File: src/hw/rtl/cbm_pkg.sv
// ----------------------------------------------------------------------------
// cbm_pkg
// Shared types and codes for the cartridge bank mapper with scanline IRQ.
// ----------------------------------------------------------------------------
package cbm_pkg;

	localparam logic [1:0] OP_CPU_WRITE    = 2'd0;
	localparam logic [1:0] OP_CPU_READ     = 2'd1;
	localparam logic [1:0] OP_SCANLINE_END = 2'd2;
	localparam logic [1:0] OP_PATTERN_READ = 2'd3;

	// CPU write pages, address bits 15..12
	localparam logic [3:0] PAGE_PRG_WIDE   = 4'h8;
	localparam logic [3:0] PAGE_MIRROR     = 4'hB;
	localparam logic [3:0] PAGE_PRG_NARROW = 4'hC;
	localparam logic [3:0] PAGE_PAT_LOW    = 4'hD;
	localparam logic [3:0] PAGE_PAT_HIGH   = 4'hE;
	localparam logic [3:0] PAGE_IRQ        = 4'hF;

	// IRQ page registers, address bits 1..0
	localparam logic [1:0] IRQ_RELOAD  = 2'd0;
	localparam logic [1:0] IRQ_CONTROL = 2'd1;
	localparam logic [1:0] IRQ_ACK     = 2'd2;
	localparam logic [1:0] IRQ_NONE    = 2'd3;

	// CPU read windows, address bits 15..13
	localparam logic [2:0] WIN_8000 = 3'd4;
	localparam logic [2:0] WIN_A000 = 3'd5;
	localparam logic [2:0] WIN_C000 = 3'd6;
	localparam logic [2:0] WIN_E000 = 3'd7;

	localparam int unsigned ROM_AW = 22;
	localparam int unsigned PAT_AW = 18;

	localparam logic [0:0] CFG_PRG_BANKS = 1'b0;
	localparam logic [0:0] CFG_CHR_BANKS = 1'b1;

	typedef struct packed {
		logic [8:0]      prg_banks;
		logic [7:0]      prg_wide;
		logic [7:0]      prg_narrow;
		logic [7:0][7:0] pattern_bank;
	} bank_state_t;

	typedef struct packed {
		logic [ROM_AW-1:0] rom_address;
		logic              rom_hit;
		logic [PAT_AW-1:0] pattern_address;
		logic              irq_pulse;
		logic [1:0]        mirroring;
	} result_t;

endpackage

File: src/hw/rtl/cbm_regs.sv
// ----------------------------------------------------------------------------
// cbm_regs
// Bank, mirroring and IRQ registers; CPU write decode and scanline counter.
// ----------------------------------------------------------------------------
module cbm_regs (
	input  logic                 clk,
	input  logic                 arst_n,
	input  logic                 cfg_we,
	input  logic [0:0]           cfg_index,
	input  logic [8:0]           cfg_data,
	input  logic                 fire,
	input  logic [1:0]           operation,
	input  logic [15:0]          address,
	input  logic [7:0]           write_data,
	output cbm_pkg::bank_state_t st,
	output logic [1:0]           mirror_next,
	output logic                 irq
);

	logic [8:0]      prg_banks_q;
	logic [8:0]      chr_banks_q;
	logic [7:0]      prg_wide_q;
	logic [7:0]      prg_narrow_q;
	logic [7:0][7:0] pattern_bank_q;
	logic [7:0]      irq_reload_q;
	logic [7:0]      irq_counter_q;
	logic [1:0]      irq_control_q;
	logic [1:0]      mirror_q;

	logic [7:0]      prg_wide_d;
	logic [7:0]      prg_narrow_d;
	logic [7:0][7:0] pattern_bank_d;
	logic [7:0]      irq_reload_d;
	logic [7:0]      irq_counter_d;
	logic [1:0]      irq_control_d;
	logic [1:0]      mirror_d;
	logic            irq_d;

	logic [8:0] wide_m9;
	logic [7:0] narrow_mask;
	logic [8:0] chr_m9;
	logic [7:0] counter_dec;

	assign wide_m9     = prg_banks_q - 9'd1;
	assign narrow_mask = {prg_banks_q[6:0], 1'b0} - 8'd1;
	assign chr_m9      = chr_banks_q - 9'd1;
	assign counter_dec = irq_counter_q - 8'd1;

	always_comb begin
		prg_wide_d     = prg_wide_q;
		prg_narrow_d   = prg_narrow_q;
		pattern_bank_d = pattern_bank_q;
		irq_reload_d   = irq_reload_q;
		irq_counter_d  = irq_counter_q;
		irq_control_d  = irq_control_q;
		mirror_d       = mirror_q;
		irq_d          = 1'b0;
		if (fire) begin
			unique case (operation)
				cbm_pkg::OP_CPU_WRITE: begin
					unique case (address[15:12])
						cbm_pkg::PAGE_PRG_WIDE:   prg_wide_d = write_data & wide_m9[7:0];
						cbm_pkg::PAGE_MIRROR:     mirror_d = write_data[3:2];
						cbm_pkg::PAGE_PRG_NARROW: prg_narrow_d = write_data & narrow_mask;
						cbm_pkg::PAGE_PAT_LOW:
							pattern_bank_d[{1'b0, address[1:0]}] = write_data & chr_m9[7:0];
						cbm_pkg::PAGE_PAT_HIGH:
							pattern_bank_d[{1'b1, address[1:0]}] = write_data & chr_m9[7:0];
						cbm_pkg::PAGE_IRQ: begin
							unique case (address[1:0])
								cbm_pkg::IRQ_RELOAD: irq_reload_d = write_data;
								cbm_pkg::IRQ_CONTROL: begin
									irq_control_d = write_data[1:0];
									if (write_data[1]) begin
										irq_counter_d = irq_reload_q;
									end
								end
								cbm_pkg::IRQ_ACK:
									irq_control_d = {irq_control_q[0], irq_control_q[0]};
								cbm_pkg::IRQ_NONE: ;
							endcase
						end
						default: ;
					endcase
				end
				cbm_pkg::OP_CPU_READ: ;
				cbm_pkg::OP_SCANLINE_END: begin
					if (irq_control_q[1]) begin
						irq_counter_d = counter_dec;
						irq_d         = (counter_dec == 8'd0);
					end
				end
				cbm_pkg::OP_PATTERN_READ: ;
			endcase
		end
	end

	always_ff @(posedge clk or negedge arst_n) begin
		if (!arst_n) begin
			prg_banks_q    <= 9'd1;
			chr_banks_q    <= 9'd8;
			prg_wide_q     <= '0;
			prg_narrow_q   <= '0;
			pattern_bank_q <= '0;
			irq_reload_q   <= '0;
			irq_counter_q  <= '0;
			irq_control_q  <= '0;
			mirror_q       <= '0;
		end else begin
			if (cfg_we) begin
				unique case (cfg_index)
					cbm_pkg::CFG_PRG_BANKS: prg_banks_q <= cfg_data;
					cbm_pkg::CFG_CHR_BANKS: chr_banks_q <= cfg_data;
				endcase
			end
			prg_wide_q     <= prg_wide_d;
			prg_narrow_q   <= prg_narrow_d;
			pattern_bank_q <= pattern_bank_d;
			irq_reload_q   <= irq_reload_d;
			irq_counter_q  <= irq_counter_d;
			irq_control_q  <= irq_control_d;
			mirror_q       <= mirror_d;
		end
	end

	assign st.prg_banks    = prg_banks_q;
	assign st.prg_wide     = prg_wide_q;
	assign st.prg_narrow   = prg_narrow_q;
	assign st.pattern_bank = pattern_bank_q;
	assign mirror_next     = mirror_d;
	assign irq             = irq_d;

endmodule

File: src/hw/rtl/cbm_xlate.sv
// ----------------------------------------------------------------------------
// cbm_xlate
// Program and pattern ROM address translation from the current bank state.
// ----------------------------------------------------------------------------
module cbm_xlate (
	input  cbm_pkg::bank_state_t          st,
	input  logic [1:0]                    operation,
	input  logic [15:0]                   address,
	output logic [cbm_pkg::ROM_AW-1:0]    rom_address,
	output logic                          rom_hit,
	output logic [cbm_pkg::PAT_AW-1:0]    pattern_address
);

	logic [8:0] last_page;

	// last 8 KB page: banks * 2 - 1, wrapped to the ROM address width
	assign last_page = {st.prg_banks[7:0], 1'b0} - 9'd1;

	always_comb begin
		rom_address     = '0;
		rom_hit         = 1'b0;
		pattern_address = '0;
		unique case (operation)
			cbm_pkg::OP_CPU_READ: begin
				unique case (address[15:13])
					cbm_pkg::WIN_8000, cbm_pkg::WIN_A000: begin
						rom_address = {st.prg_wide, address[13:0]};
						rom_hit     = 1'b1;
					end
					cbm_pkg::WIN_C000: begin
						rom_address = {1'b0, st.prg_narrow, address[12:0]};
						rom_hit     = 1'b1;
					end
					cbm_pkg::WIN_E000: begin
						rom_address = {last_page, address[12:0]};
						rom_hit     = 1'b1;
					end
					default: ;
				endcase
			end
			cbm_pkg::OP_PATTERN_READ:
				pattern_address = {st.pattern_bank[address[12:10]], address[9:0]};
			cbm_pkg::OP_CPU_WRITE, cbm_pkg::OP_SCANLINE_END: ;
		endcase
	end

endmodule

File: src/hw/rtl/cbm_skid.sv
// ----------------------------------------------------------------------------
// cbm_skid
// Result register with a skid stage so that a transfer in is taken while a
// result waits at the output.
// ----------------------------------------------------------------------------
module cbm_skid (
	input  logic              clk,
	input  logic              arst_n,
	input  logic              load,
	input  cbm_pkg::result_t  res,
	output logic              full,
	output logic              out_valid,
	input  logic              out_stall,
	output cbm_pkg::result_t  out_res
);

	logic             out_valid_q;
	cbm_pkg::result_t out_q;
	logic             skid_valid_q;
	cbm_pkg::result_t skid_q;
	logic             hold;

	assign hold = out_valid_q & out_stall;

	always_ff @(posedge clk or negedge arst_n) begin
		if (!arst_n) begin
			out_valid_q  <= 1'b0;
			skid_valid_q <= 1'b0;
		end else if (hold) begin
			if (load) begin
				skid_valid_q <= 1'b1;
			end
		end else if (skid_valid_q) begin
			out_valid_q  <= 1'b1;
			skid_valid_q <= 1'b0;
		end else begin
			out_valid_q <= load;
		end
	end

	always_ff @(posedge clk) begin
		if (hold) begin
			if (load) begin
				skid_q <= res;
			end
		end else if (skid_valid_q) begin
			out_q <= skid_q;
		end else if (load) begin
			out_q <= res;
		end
	end

	assign full      = skid_valid_q;
	assign out_valid = out_valid_q;
	assign out_res   = out_q;

endmodule

File: src/hw/rtl/cartridge_bank_mapper_irq.sv
// ----------------------------------------------------------------------------
// cartridge_bank_mapper_irq
// A result is registered at the output, or in the skid entry while stalled.
// Throughput: one item per cycle when not stalled; state updates on transfer.
// A two-entry result buffer keeps the input open for one more item while the
// output is stalled. arst_n clears all bank and IRQ state, sets 1 program and
// 8 pattern banks, and empties the result buffer.
// ----------------------------------------------------------------------------
module cartridge_bank_mapper_irq (
	input  logic                          clk,
	input  logic                          arst_n,
	input  logic                          cfg_we,
	input  logic [0:0]                    cfg_index,
	input  logic [8:0]                    cfg_data,
	input  logic                          in_valid,
	output logic                          in_stall,
	input  logic [1:0]                    operation,
	input  logic [15:0]                   address,
	input  logic [7:0]                    write_data,
	output logic                          out_valid,
	input  logic                          out_stall,
	output logic [cbm_pkg::ROM_AW-1:0]    rom_address,
	output logic                          rom_hit,
	output logic [cbm_pkg::PAT_AW-1:0]    pattern_address,
	output logic                          irq_pulse,
	output logic [1:0]                    mirroring
);

	logic                       fire;
	logic                       full;
	cbm_pkg::bank_state_t       st;
	logic [1:0]                 mirror_next;
	logic                       irq;
	logic [cbm_pkg::ROM_AW-1:0] xl_rom_address;
	logic                       xl_rom_hit;
	logic [cbm_pkg::PAT_AW-1:0] xl_pattern_address;
	cbm_pkg::result_t           res;
	cbm_pkg::result_t           out_res;

	assign in_stall = full;
	assign fire     = in_valid & ~full;

	cbm_regs u_regs (
		.clk         (clk),
		.arst_n      (arst_n),
		.cfg_we      (cfg_we),
		.cfg_index   (cfg_index),
		.cfg_data    (cfg_data),
		.fire        (fire),
		.operation   (operation),
		.address     (address),
		.write_data  (write_data),
		.st          (st),
		.mirror_next (mirror_next),
		.irq         (irq)
	);

	cbm_xlate u_xlate (
		.st              (st),
		.operation       (operation),
		.address         (address),
		.rom_address     (xl_rom_address),
		.rom_hit         (xl_rom_hit),
		.pattern_address (xl_pattern_address)
	);

	assign res = {xl_rom_address, xl_rom_hit, xl_pattern_address, irq, mirror_next};

	cbm_skid u_skid (
		.clk       (clk),
		.arst_n    (arst_n),
		.load      (fire),
		.res       (res),
		.full      (full),
		.out_valid (out_valid),
		.out_stall (out_stall),
		.out_res   (out_res)
	);

	assign rom_address     = out_res.rom_address;
	assign rom_hit         = out_res.rom_hit;
	assign pattern_address = out_res.pattern_address;
	assign irq_pulse       = out_res.irq_pulse;
	assign mirroring       = out_res.mirroring;

	a_skid_behind_out: assert property (@(posedge clk) disable iff (!arst_n)
		in_stall |-> out_valid)
		else $error("skid entry held with no result at the output");

	a_transfer_lands: assert property (@(posedge clk) disable iff (!arst_n)
		(in_valid && !in_stall && (!out_valid || !out_stall)) |=> out_valid)
		else $error("accepted transfer produced no result");

	a_result_exclusive: assert property (@(posedge clk) disable iff (!arst_n)
		(out_valid && rom_hit) |-> (pattern_address == '0 && !irq_pulse))
		else $error("cpu read result carries pattern or irq data");

	a_irq_alone: assert property (@(posedge clk) disable iff (!arst_n)
		(out_valid && irq_pulse) |-> (rom_address == '0 && pattern_address == '0))
		else $error("irq result carries an address");

endmodule
File: config.mk
export PLATFORM = sky130hd
export DESIGN_NAME = cartridge_bank_mapper_irq
export DESIGN_NICKNAME = d
export VERILOG_FILES = /design/src/hw/rtl/cbm_pkg.sv /design/src/hw/rtl/cbm_regs.sv /design/src/hw/rtl/cbm_xlate.sv /design/src/hw/rtl/cbm_skid.sv /design/src/hw/rtl/cartridge_bank_mapper_irq.sv
export SDC_FILE = /design/constraint.sdc
export NUM_CORES = 1
export LEC_CHECK = 0
export ABC_AREA = 1
export BUFFER_PORTS_ARGS = -buffer_cell sky130_fd_sc_hd__buf_2
export CAP_MARGIN = 5
export CORE_MARGIN = 4
export CORE_UTILIZATION = 53
export DETAILED_ROUTE_END_ITERATION = 6
export GPL_TIMING_DRIVEN = 1
export HOLD_SLACK_MARGIN = 0.08
export MAX_ROUTING_LAYER = met4
export PLACE_DENSITY_LB_ADDON = 0.08
export SYNTH_ARGS = -nofsm -noshare
export SYNTH_HDL_FRONTEND = slang
export SYNTH_SLANG_ARGS = --single-unit
File: constraint.sdc
create_clock -name clk -period 4.1 [get_ports clk]
set_input_delay 0.205 -clock clk [delete_from_list [all_inputs] [get_ports clk]]
set_output_delay 0.205 -clock clk [all_outputs]
set_load 0.005 [all_outputs]
==> reports/qor.csv, run 1 <==
metric;value;unit
area of the multi-input gates;3110;um^2
Final WS setup;2.01;ns
HPWL after DPL;13500;um
wire per inst;15.4;um
Clock Sinks;206;
Post-Syn Instances;991;
GRT Total Usage;21.7;%
Num CTS Buffers;22;
CTS resizes;0;
Critical-path top delay cell;inv_1;
Net Switching;1.21;mW
Final Slew Violations;0;
worst path arrival time;2.30;ns
ANT nets after route;0;
Yosys cell types;40;
pre-CTS setup slack;1.66;ns
Pwr Density;451;nW/um^2
IO Pins;87;
Antenna Cells;0;
row count;47;
grt ovf;0;
fin crit share;51.1;%
Syn Nets;1040;
Tmin final;2.09;ns
Combinational Power Share;11.7;%
Max-slew headroom;32.8;%
post-synth top area cell;dfrtp_1;
drt via density;5.28;
H-tree depth;1;
Core Area;16800;um^2
share of cells above drive strength 1;13.2;%
crit end category;flop;
deepest clock path buffer count;3;
first-pass GRT wire length;33800;um
part of the power in registers;49.3;%
Synth async-reset ratio;57.3;%
drt initial violations;511;
EDFF count, synth;88;
initial antenna violation count;0;
Warnings, synthesis;0;
Die Wd;140;um
outcome;finished, final reports clean;
Detailed Routing Iterations Pass 1;6;
most frequent cell after synthesis;nand2_1;
post-synth top area share;31.6;%
die height;140;um
I/O Buffers;85;
clock share of power;39.0;%
GPL Wtd Cong;0.836;
syn avg cell area;9.28;um^2
Critical Path RT;4.31;ns
DRC violations left;0;
storage element area;5600;um^2
worst min path class;in2reg;
Max FO, Critical Path;50;
cell internal pwr;3.63;mW
largest net degree at the start of global routing;69;
Total Negative Setup Slacks;0;ns
#FFs+latches synth;206;
Clock Latency Late Sink;0.49;ns
CTS tree;done;
Starting Density;54.7;%
CP cell instances;buf_4, inv_1, nor2_1, a21oi_1;
clk slew on worst S/H paths;0.06;ns
WL final;20500;um
unrepaired setup endpoints after global routing;false;
area delta synth->final;16.8;%
sequential-to-total area share from yosys stat;60.9;%
setup violators final;0;
Synth Flop Type;dfrtp_1;
Root Buffer;clkbuf_16;
Synth Cell Area;9200;um^2
peak supply drop;0.261;mV
Max Fclk;478;MHz
number of global-route vias before repair;6614;
Max Cap Viol;0;
vias post-DR;7028;
Synth top cells by count;274 x nand2_1, 128 x o21ai_0, 116 x dfrtp_1;
Layout Nets;1145;
die area;19500;um^2
Pwr Total;4.84;mW
sw frac;25.1;%
filler cell count in the final layout;1451;
Fin. Hold Viols;0;
critical setup path kind;reg2reg;
top post-synthesis cells by area;dfrtp_1 32%, edfxtp_1 29%, nand2_1 11%;
Layout Skew;0.0125;ns
worst slew pin tran;1.01;ns
Lkg Pwr;4.90;nW
crit start category;flop;
max incr delay on CP;0.57;ns
metrics by stage:
stage	cell area [um^2]	std cells	hold slack [ns]	utilization, %
2_1_floorplan	9200	991	-0.0906	-
3_3_place_gp	9800	1267	0.388	58.3
3_5_place_dp	9800	1267	0.383	58.3
4_1_cts	10700	1332	0.0821	63.9
5_1_grt	10700	1332	0.0982	63.9
6_report	10700	1332	0.0895	63.9
logic make-up (layout without fill, tap and decap cells):
family | count (synthesis) | in the layout | synth area share, %
multiplexers | 1 | 1 | 0.122
AO/OA/AOI/OAI | 202 | 202 | 12.3
XOR/XNOR | 8 | 8 | 0.762
adder cells (fa/ha/maj) | 8 | 8 | 1.09
buffers and inverters | 125 | 246 | 5.51
AND/OR/NAND/NOR | 441 | 441 | 19.3
flip-flops | 206 | 206 | 60.9
final cells by class:
type	count	share of cell area, %
Inverter	89	3.11
Multi-Input combinational cell	660	29.0
Clock buffer	39	6.38
Tap cell	220	2.56
Sequential cell	206	52.1
Timing Repair Buffer	117	6.80
Clock inverter	1	0.0466
cell usage in the layout (no fill, tap or decap), types with 8 or more instances in the layout:
cell	instances
nand2_1	274
o21ai_0	128
dfrtp_1	115
nor2_1	109
edfxtp_1	88
inv_1	85
buf_2	84
nand3_1	36
dlygate4sd3_1	25
clkbuf_16	23
o21ai_1	20
o211ai_1	18
clkbuf_1	11
a21oi_1	10
ha_1	8
buf_4	8
power groups by stage:
stage | combinational, mW | sequential [mW] | clock, mW
floorplan | 0.343 | 2.42 | 0
global placement | 0.537 | 2.42 | 0
detailed placement | 0.546 | 2.43 | 0
CTS | 0.567 | 2.39 | 1.92
global route | 0.648 | 2.40 | 2.01
finish | 0.566 | 2.39 | 1.89
metal layers:
metal | global-route usage, % | part of all wire [%] | up-vias
met5 | - | 0 | -
met3 | 2.78 | 5.1 | 34
met1 | 31.3 | 48 | 3319
met4 | 5.71 | 2.2 | 0
met2 | 32.9 | 45 | 194
li1 | - | - | 3481
worst max-delay path, delay by kind of cell, from the launching register on:
family	cells	cell delay (ns)
buffers and inverters	2	1.02
AND/OR/NAND/NOR	1	0.23
flip-flops	1	0.49
AO/OA/AOI/OAI	1	0.06
state kept, by name, indices dropped and copies added, names as in the netlist:
name                  flops
u_skid.skid_q            44
u_skid.out_res           44
u_regs.irq_counter_q      8
u_regs.chr_banks_q        8
u_regs.prg_narrow_q       8
u_regs.irq_control_q      2
u_regs.mirror_q           2
u_regs.prg_banks_q        8
u_skid.out_valid          1
u_skid.full               1
u_regs.irq_reload_q       8
u_regs.st                64
u_regs.prg_wide_q         8
repair_timing:
item                      CTS  global route
hold buffers               25             0
hold endpoints to repair  111             0
buffers inserted            0             0
path summary, 6_finish.rpt:
check,cells past startpoint,slack (ns),to,start
max in group asynchronous,3,2.80,u_regs.st[33]$_DFFE_PN0P_,arst_n
hold reg to reg,2,0.48,u_regs.st[13]$_DFFE_PN0P_,u_regs.st[13]$_DFFE_PN0P_
hold / removal,3,0.09,u_skid.skid_q[25]$_DFFE_PP_,address[3]
setup / recovery,4,2.01,u_skid.out_res[2]$_DFFE_PP_,u_skid.full$_DFFE_PN0P_
min in group asynchronous,2,0.37,u_regs.irq_reload_q[1]$_DFFE_PN0P_,arst_n
setup reg to reg,4,2.01,u_skid.out_res[2]$_DFFE_PP_,u_skid.full$_DFFE_PN0P_
No activity file was read; power rests on OpenSTA's default activity.
==> run 2, diff against run 1 <==
==> constraint.sdc (replaced) <==
create_clock -name clk -period 1.8 [get_ports clk]
set_input_delay 0.09 -clock clk [delete_from_list [all_inputs] [get_ports clk]]
set_output_delay 0.09 -clock clk [all_outputs]
set_load 0.005 [all_outputs]
==> reports/qor.csv, run 2 (synthesis results as in run 1) <==
metric;value;unit;change
outcome;finished, final reports clean;;
Pwr Total;11.5;mW;+140%
first-pass GRT wire length;35000;um;+3.3%
Max FO, Critical Path;16;;-68%
Root Buffer;clkbuf_16;;
clk slew on worst S/H paths;0.06;ns;about the same
R2R Path End;u_regs.st[27]$_DFFE_PN0P_;;
row count;47;;unchanged
worst slew pin tran;0.612;ns;-0.395 ns
Worst Reg-to-Reg Cells;7;;+3
grt ovf;0;;unchanged
DRC violations left;0;;unchanged
crit end category;flop;;
drt initial violations;426;;-17%
WL final;21200;um;+3.6%
largest net degree at the start of global routing;45;;-35%
number of global-route vias before repair;6873;;+3.9%
Die Wd;140;um;unchanged
Starting Density;54.7;%;unchanged
max incr delay on CP;0.40;ns;-0.17 ns
Max Fclk;582;MHz;+22%
GPL Wtd Cong;0.878;;+5.0%
Clock Sinks;206;;unchanged
critical setup path kind;reg2reg;;
vias post-DR;7233;;+2.9%
Max Cap Viol;0;;unchanged
unrepaired setup endpoints after global routing;true;;
Clock Latency Late Sink;0.50;ns;about the same
GRT Total Usage;22.3;%;+0.64 points
peak supply drop;0.788;mV;+200%
Layout Skew;0.0141;ns;+0.00161 ns
Pwr Density;1030;nW/um^2;+130%
commonest non-fill, non-tap cell in the layout;nand2_1;;
die height;140;um;unchanged
r2r startpoint;u_skid.full$_DFFE_PN0P_;;
initial antenna violation count;0;;unchanged
I/O Buffers;85;;unchanged
Max-slew headroom;59.1;%;+26 points
worst min path class;in2reg;;
fin area;11200;um^2;+4.2%
r2r setup slk;0.08;ns;-1.93 ns
worst path arrival time;2.09;ns;-0.21 ns
ANT nets after route;0;;unchanged
deepest clock path buffer count;3;;unchanged
Worst Hold Slack;0.0894;ns;-0.000165 ns
Final Slew Violations;0;;unchanged
die area;19500;um^2;unchanged
hold path startpoint;address[14];;
Setup Fix Bufs, Post-CTS;0;;unchanged
wire per inst;15.6;um;+1.1%
Critical Path RT;2.17;ns;-2.14 ns
drt via density;5.30;;+0.43%
Num CTS Buffers;22;;unchanged
Layout Nets;1178;;+2.9%
share of cells above drive strength 1;16.2;%;+3.0 points
Finished Core Util;66.6;%;+2.7 points
H-tree depth;1;;unchanged
Lkg Pwr;5.13;nW;+4.7%
Critical-path top delay cell;dfrtp_2;;
Placement Cell Area;10100;um^2;+3.2%
HPWL after DPL;14300;um;+6.0%
setup violators final;0;;unchanged
Tmin final;1.72;ns;-0.374 ns
Antenna Cells;0;;unchanged
IO Pins;87;;unchanged
Hold EP;u_skid.skid_q[35]$_DFFE_PP_;;
area delta synth->final;21.8;%;
fin crit share;95.5;%;+44 points
Hold Crit Depth;3;;unchanged
Fin. Hold Viols;0;;unchanged
CTS tree;done;;
most frequent cells in the layout;274 x nand2_1, 125 x o21ai_0, 115 x dfrtp_1;;
crit start category;flop;;
max reg flops;64;;unchanged
Core Area;16800;um^2;unchanged
CP cell instances;nor2_1, nand3_1, buf_4, a21oi_4, nand3_2, nand2_1, o21ai_0;;
Detailed Routing Iterations Pass 1;5;;-1
-- run 2: cell types whose count changed in the layout (fill, tap and decap cells not counted), moves of 2 or more --
cell / before / now
o21ai_1: 20 / 23
clkbuf_1: 11 / 6
bufinv_16: 0 / 2
dlygate4sd3_1: 25 / 29
o21ai_0: 128 / 125
buf_4: 8 / 29
clkinv_2: 1 / 3
a21oi_2: 0 / 2
buf_12: 0 / 8
a21oi_1: 10 / 8
-- run 2: area by class of cell --
type	count	area, um^2
clock inverter	5	75.1
multi-input combinational	660	3130
timing repair buffer	150	1090
sequential	206	5600
clock buffer	35	692
fill	1434	5620
inverter	89	334
tap	220	275
-- run 2: timing repair --
action,4_1_cts,5_1_grt
gates resized for setup,0,8
setup endpoints to repair,0,35
hold endpoints to repair,187,0
hold buffers,29,0
-- run 2: how the worst max path moves through the flow --
stage,startpoint,end,slack [ns],cells past startpoint
after global routing,u_skid.full$_DFFE_PN0P_,u_regs.st[29]$_DFFE_PN0P_,-0.07,7
final,u_skid.full$_DFFE_PN0P_,u_regs.st[27]$_DFFE_PN0P_,0.08,7
after global placement,u_regs.prg_banks_q[0]$_DFFE_PN1P_,u_skid.out_res[42]$_DFFE_PP_,0.10,8
after CTS,u_skid.full$_DFFE_PN0P_,u_regs.st[26]$_DFFE_PN0P_,0.07,7
after floorplan,u_skid.full$_DFFE_PN0P_,u_skid.skid_q[0]$_DFFE_PP_,-0.45,3
after detailed placement,u_skid.full$_DFFE_PN0P_,u_regs.st[25]$_DFFE_PN0P_,0.08,7
-- run 2: worst max-delay path: cells and delay by family, from the launching register on --
| kind | cells | cell delay (ns) |
|---|---|---|
| simple gates | 4 | 0.76 |
| buf+inv | 1 | 0.17 |
| compound gates | 2 | 0.27 |
| flops | 1 | 0.40 |
-- run 2: report_power, final --
| group | total (mW) | switching (mW) | internal, mW |
|---|---|---|---|
| clock | 4.70 | 1.79 | 2.92 |
| sequential | 5.44 | 0.167 | 5.27 |
| combinational | 1.40 | 0.883 | 0.520 |
-- run 2: layer usage --
layer	up-vias	wire, um	GRT usage [%]
li1	3565	-	-
met1	3413	9760	32.0
met2	223	9830	34.5
met3	32	1240	2.71
met4	0	415	5.25
met5	-	0	-
-- run 2: through the flow --
stage	worst slack, ns	cells	setup TNS, ns
2_1_floorplan	-0.452	991	-20.31
5_1_grt	-0.0721	1365	-0.500
3_5_place_dp	0.0771	1296	0
3_3_place_gp	0.101	1296	0
6_report	0.0807	1365	0
4_1_cts	0.0668	1365	0
==> run 3, diff against run 2 <==
--- a/config.mk
+++ b/config.mk
@@ -5,11 +5,10 @@
 export SDC_FILE = /design/constraint.sdc
 export NUM_CORES = 1
 export LEC_CHECK = 0
-export ABC_AREA = 1
 export BUFFER_PORTS_ARGS = -buffer_cell sky130_fd_sc_hd__buf_2
 export CAP_MARGIN = 5
 export CORE_MARGIN = 4
-export CORE_UTILIZATION = 53
+export CORE_UTILIZATION = 54
 export DETAILED_ROUTE_END_ITERATION = 6
 export GPL_TIMING_DRIVEN = 1
 export HOLD_SLACK_MARGIN = 0.08
==> reports/qor.csv, run 3 <==
metric;value;unit;change
outcome;finished, violations left;;
failing checks;setup timing;;
Clock Sinks;206;;unchanged
ANT nets after route;0;;unchanged
Hold EP;u_regs.prg_banks_q[0]$_DFFE_PN1P_;;
Layout Skew;0.0158;ns;+0.00169 ns
Synth top cells by count;116 x dfrtp_1, 108 x mux2_2, 88 x edfxtp_1;;
CP Buf/Inv Count;0;;-1
XOR/XNOR Fraction of Synth Area;1.03;%;+0.27 points
CP delay by family, top;compound AO/OA/AOI/OAI gates;;
M1 GR Usage;32.8;%;+0.78 points
unrepaired setup endpoints after global routing;true;;
R2R Path End;u_skid.out_res[43]$_DFFE_PP_;;
met2 track demand over resource;37.3;%;+2.9 points
r2r startpoint;u_regs.prg_banks_q[1]$_DFFE_PN0P_;;
worst slew pin tran;0.546;ns;-0.0662 ns
die area;19500;um^2;-0.26%
peak supply drop;0.924;mV;+17%
largest family of logic cells by synthesized area;multiplexers;;
Max-slew headroom;63.5;%;+4.4 points
max reg flops;64;;unchanged
mux contribution to synthesized area;19.0;%;+19 points
Core Area;16800;um^2;-0.35%
Placement Cell Area;10500;um^2;+4.0%
DRC violations left;0;;unchanged
share of cells above drive strength 1;46.0;%;+30 points
grt peak-use layer;met2;;
fin area;12200;um^2;+9.2%
WL final;22500;um;+6.1%
I/O Buffers;85;;unchanged
Worst Reg-to-Reg Cells;4;;-3
GPL Wtd Cong;0.897;;+2.2%
largest net degree at the start of global routing;65;;+44%
Simple-Gate Fraction of Synth Area;10.4;%;-8.9 points
most frequent cells in the layout;115 x dfrtp_1, 97 x mux2_2, 88 x edfxtp_1;;
Root Buffer;clkbuf_16;;
drt via density;5.72;;+8.0%
first-pass GRT wire length;36100;um;+3.2%
clk slew on worst S/H paths;0.06;ns;about the same
Synth Flop Type;dfrtp_1;;
wire per inst;20.1;um;+29%
post-synth top area cell;dfrtp_1;;
hold path startpoint;cfg_we;;
Final Slew Violations;0;;unchanged
deepest clock path buffer count;3;;unchanged
critical setup path kind;reg2reg;;
most frequent cell after synthesis;dfrtp_1;;
r2r setup slk;-0.15;ns;-0.23 ns
Synth async-reset ratio;57.3;%;unchanged
Yosys cell types;59;;+48%
Synth Cell Area;9340;um^2;+1.6%
fin crit share;108;%;+13 points
Hold Crit Depth;4;;+1
die height;140;um;-0.13%
Tmin final;1.95;ns;+0.228 ns
commonest non-fill, non-tap cell in the layout;dfrtp_1;;
Pwr Density;1010;nW/um^2;-2.2%
post-synth top area share;31.1;%;-0.50 points
Max Cap Viol;0;;unchanged
Fin. Hold Viols;0;;unchanged
initial antenna violation count;1;;+1
Warnings, synthesis;0;;unchanged
worst path arrival time;2.21;ns;+0.12 ns
row count;47;;unchanged
Clock Latency Late Sink;0.52;ns;+0.02 ns
CTS tree;done;;
filler cell count in the final layout;1150;;-20%
Layout Nets;930;;-21%
Final WS setup;-0.147;ns;-0.228 ns
max incr delay on CP;0.57;ns;+0.17 ns
H-tree depth;1;;unchanged
Num CTS Buffers;23;;+4.5%
sequential-to-total area share from yosys stat;59.9;%;-0.96 points
Syn Nets;743;;-29%
Cell Count Post-Placement;1032;;-20%
#FFs+latches synth;206;;unchanged
top post-synthesis cells by area;dfrtp_1 31%, edfxtp_1 28%, mux2_2 13%;;
Detailed Routing Iterations Pass 1;5;;unchanged
EDFF count, synth;88;;unchanged
Lkg Pwr;5.34;nW;+4.2%
Critical Path RT;2.06;ns;-0.11 ns
number of global-route vias before repair;6618;;-3.7%
IO Pins;87;;unchanged
grt ovf;0;;unchanged
Finished Layout Cells;1119;;-18%
syn avg cell area;13.5;um^2;+45%
Die Wd;140;um;-0.13%
Critical-path top delay cell;or4_4;;
Post-Syn Instances;694;;-30%
worst min path class;in2reg;;
crit end category;flop;;
GRT Total Usage;23.6;%;+1.3 points
drt initial violations;470;;+10%
crit start category;flop;;
post-synthesis compound-gate area fraction;5.97;%;-6.3 points
met3 Use GR;3.53;%;+0.82 points
Max FO, Critical Path;3;;-13
CP cell instances;or4_4, o41a_1, a221oi_2, o21ai_1;;
Adder-Cell Fraction of Synth Area;1.07;%;-0.017 points
setup violators final;61;;+61
Starting Density;55.7;%;+1.1 points
Max Fclk;514;MHz;-12%
HPWL after DPL;14800;um;+3.5%
area delta synth->final;30.8;%;
Pwr Total;12.3;mW;+6.8%
vias post-DR;6405;;-11%
-- run 3: cell count changes in the layout (fill, tap and decap cells not counted), moves of 13 or more --
cell / before / now
nand2_1: 274 / 57
mux2_2: 1 / 97
inv_1: 85 / 13
o21ai_1: 23 / 7
mux2i_1: 0 / 13
buf_4: 29 / 69
o21ai_0: 125 / 12
and2_1: 0 / 13
o211ai_1: 18 / 0
nor2_1: 108 / 32
nand3_1: 35 / 4
mux2_4: 0 / 16
mux4_2: 0 / 16
-- run 3: worst max-delay path by stage --
stage	endpoint	from	depth (start not counted)	slack, ns
2_1_floorplan	u_regs.prg_narrow_q[0]$_DFFE_PN0P_	u_skid.full$_DFFE_PN0P_	6	-0.23
3_3_place_gp	u_skid.out_res[41]$_DFFE_PP_	u_regs.prg_banks_q[1]$_DFFE_PN0P_	4	-0.27
3_5_place_dp	u_skid.out_res[41]$_DFFE_PP_	u_regs.prg_banks_q[1]$_DFFE_PN0P_	4	-0.29
4_1_cts	u_skid.out_res[0]$_DFFE_PP_	u_skid.full$_DFFE_PN0P_	5	-0.12
5_1_grt	u_skid.out_res[43]$_DFFE_PP_	u_regs.prg_banks_q[1]$_DFFE_PN0P_	4	-0.19
6_report	u_skid.out_res[43]$_DFFE_PP_	u_regs.prg_banks_q[1]$_DFFE_PN0P_	4	-0.15
-- run 3: report_power, final --
part           total [mW]  switching (mW)  internal, mW
combinational        1.94           0.978         0.967
clock                4.84            1.91          2.93
sequential           5.54           0.267          5.27
total                12.3            3.16          9.17
-- run 3: final cells by class --
cell class / count / area [um^2] / area share [%]
diodes: 1 / 2.50 / 0.0205
flip-flops and latches: 206 / 5600 / 45.8
well taps: 220 / 275 / 2.25
repair buffers: 200 / 1480 / 12.1
clock inverters: 12 / 156 / 1.28
inverters: 17 / 66.3 / 0.543
multi-input cells: 433 / 4010 / 32.8
clock buffers: 30 / 632 / 5.17
-- run 3: metrics by stage --
stage          util [%]  hold WS [ns]  setup slack (ns)  setup TNS (ns)
2_1_floorplan         -        -0.206            -0.226          -15.40
3_3_place_gp       62.8        0.0425            -0.269           -8.85
3_5_place_dp       62.8        0.0563            -0.293           -9.15
4_1_cts            71.1        0.0831            -0.124           -2.50
5_1_grt            72.9        0.0952            -0.186           -6.23
6_report           72.9        0.0257            -0.147           -1.86
-- run 3: kinds of logic (layout without fill, tap and decap cells) --
logic type	after synthesis	after routing
AO/OA/AOI/OAI	82	82
buffers and inverters	55	259
multiplexers	143	143
other	0	1
AND/OR/NAND/NOR	189	189
adder cells (fa/ha/maj)	8	8
flip-flops	206	206
XOR/XNOR	11	11
-- run 3: repair_timing --
action                                 in CTS  in global routing
endpoints found under the hold margin     197                  0
resized for setup                          53                 54
buffers inserted                            1                 12
pin swaps                                  11                 13
hold buffers                               32                  0
setup endpoints to repair                  96                115
gates cloned                                1                  0
-- run 3: worst register-to-register path, delay by kind of cell, from the launching register on --
kind / cells / cell delay (ns)
DFF: 1 / 0.38
AOI/OAI and AO/OA: 3 / 0.75
and+or+nand+nor: 1 / 0.57
-- run 3: metal layers --
| layer | up-vias | routed length, um |
|---|---|---|
| met5 | - | 0 |
| met4 | 0 | 415 |
| met3 | 38 | 1060 |
| met2 | 166 | 11100 |
| met1 | 3269 | 9970 |
| li1 | 2932 | - |
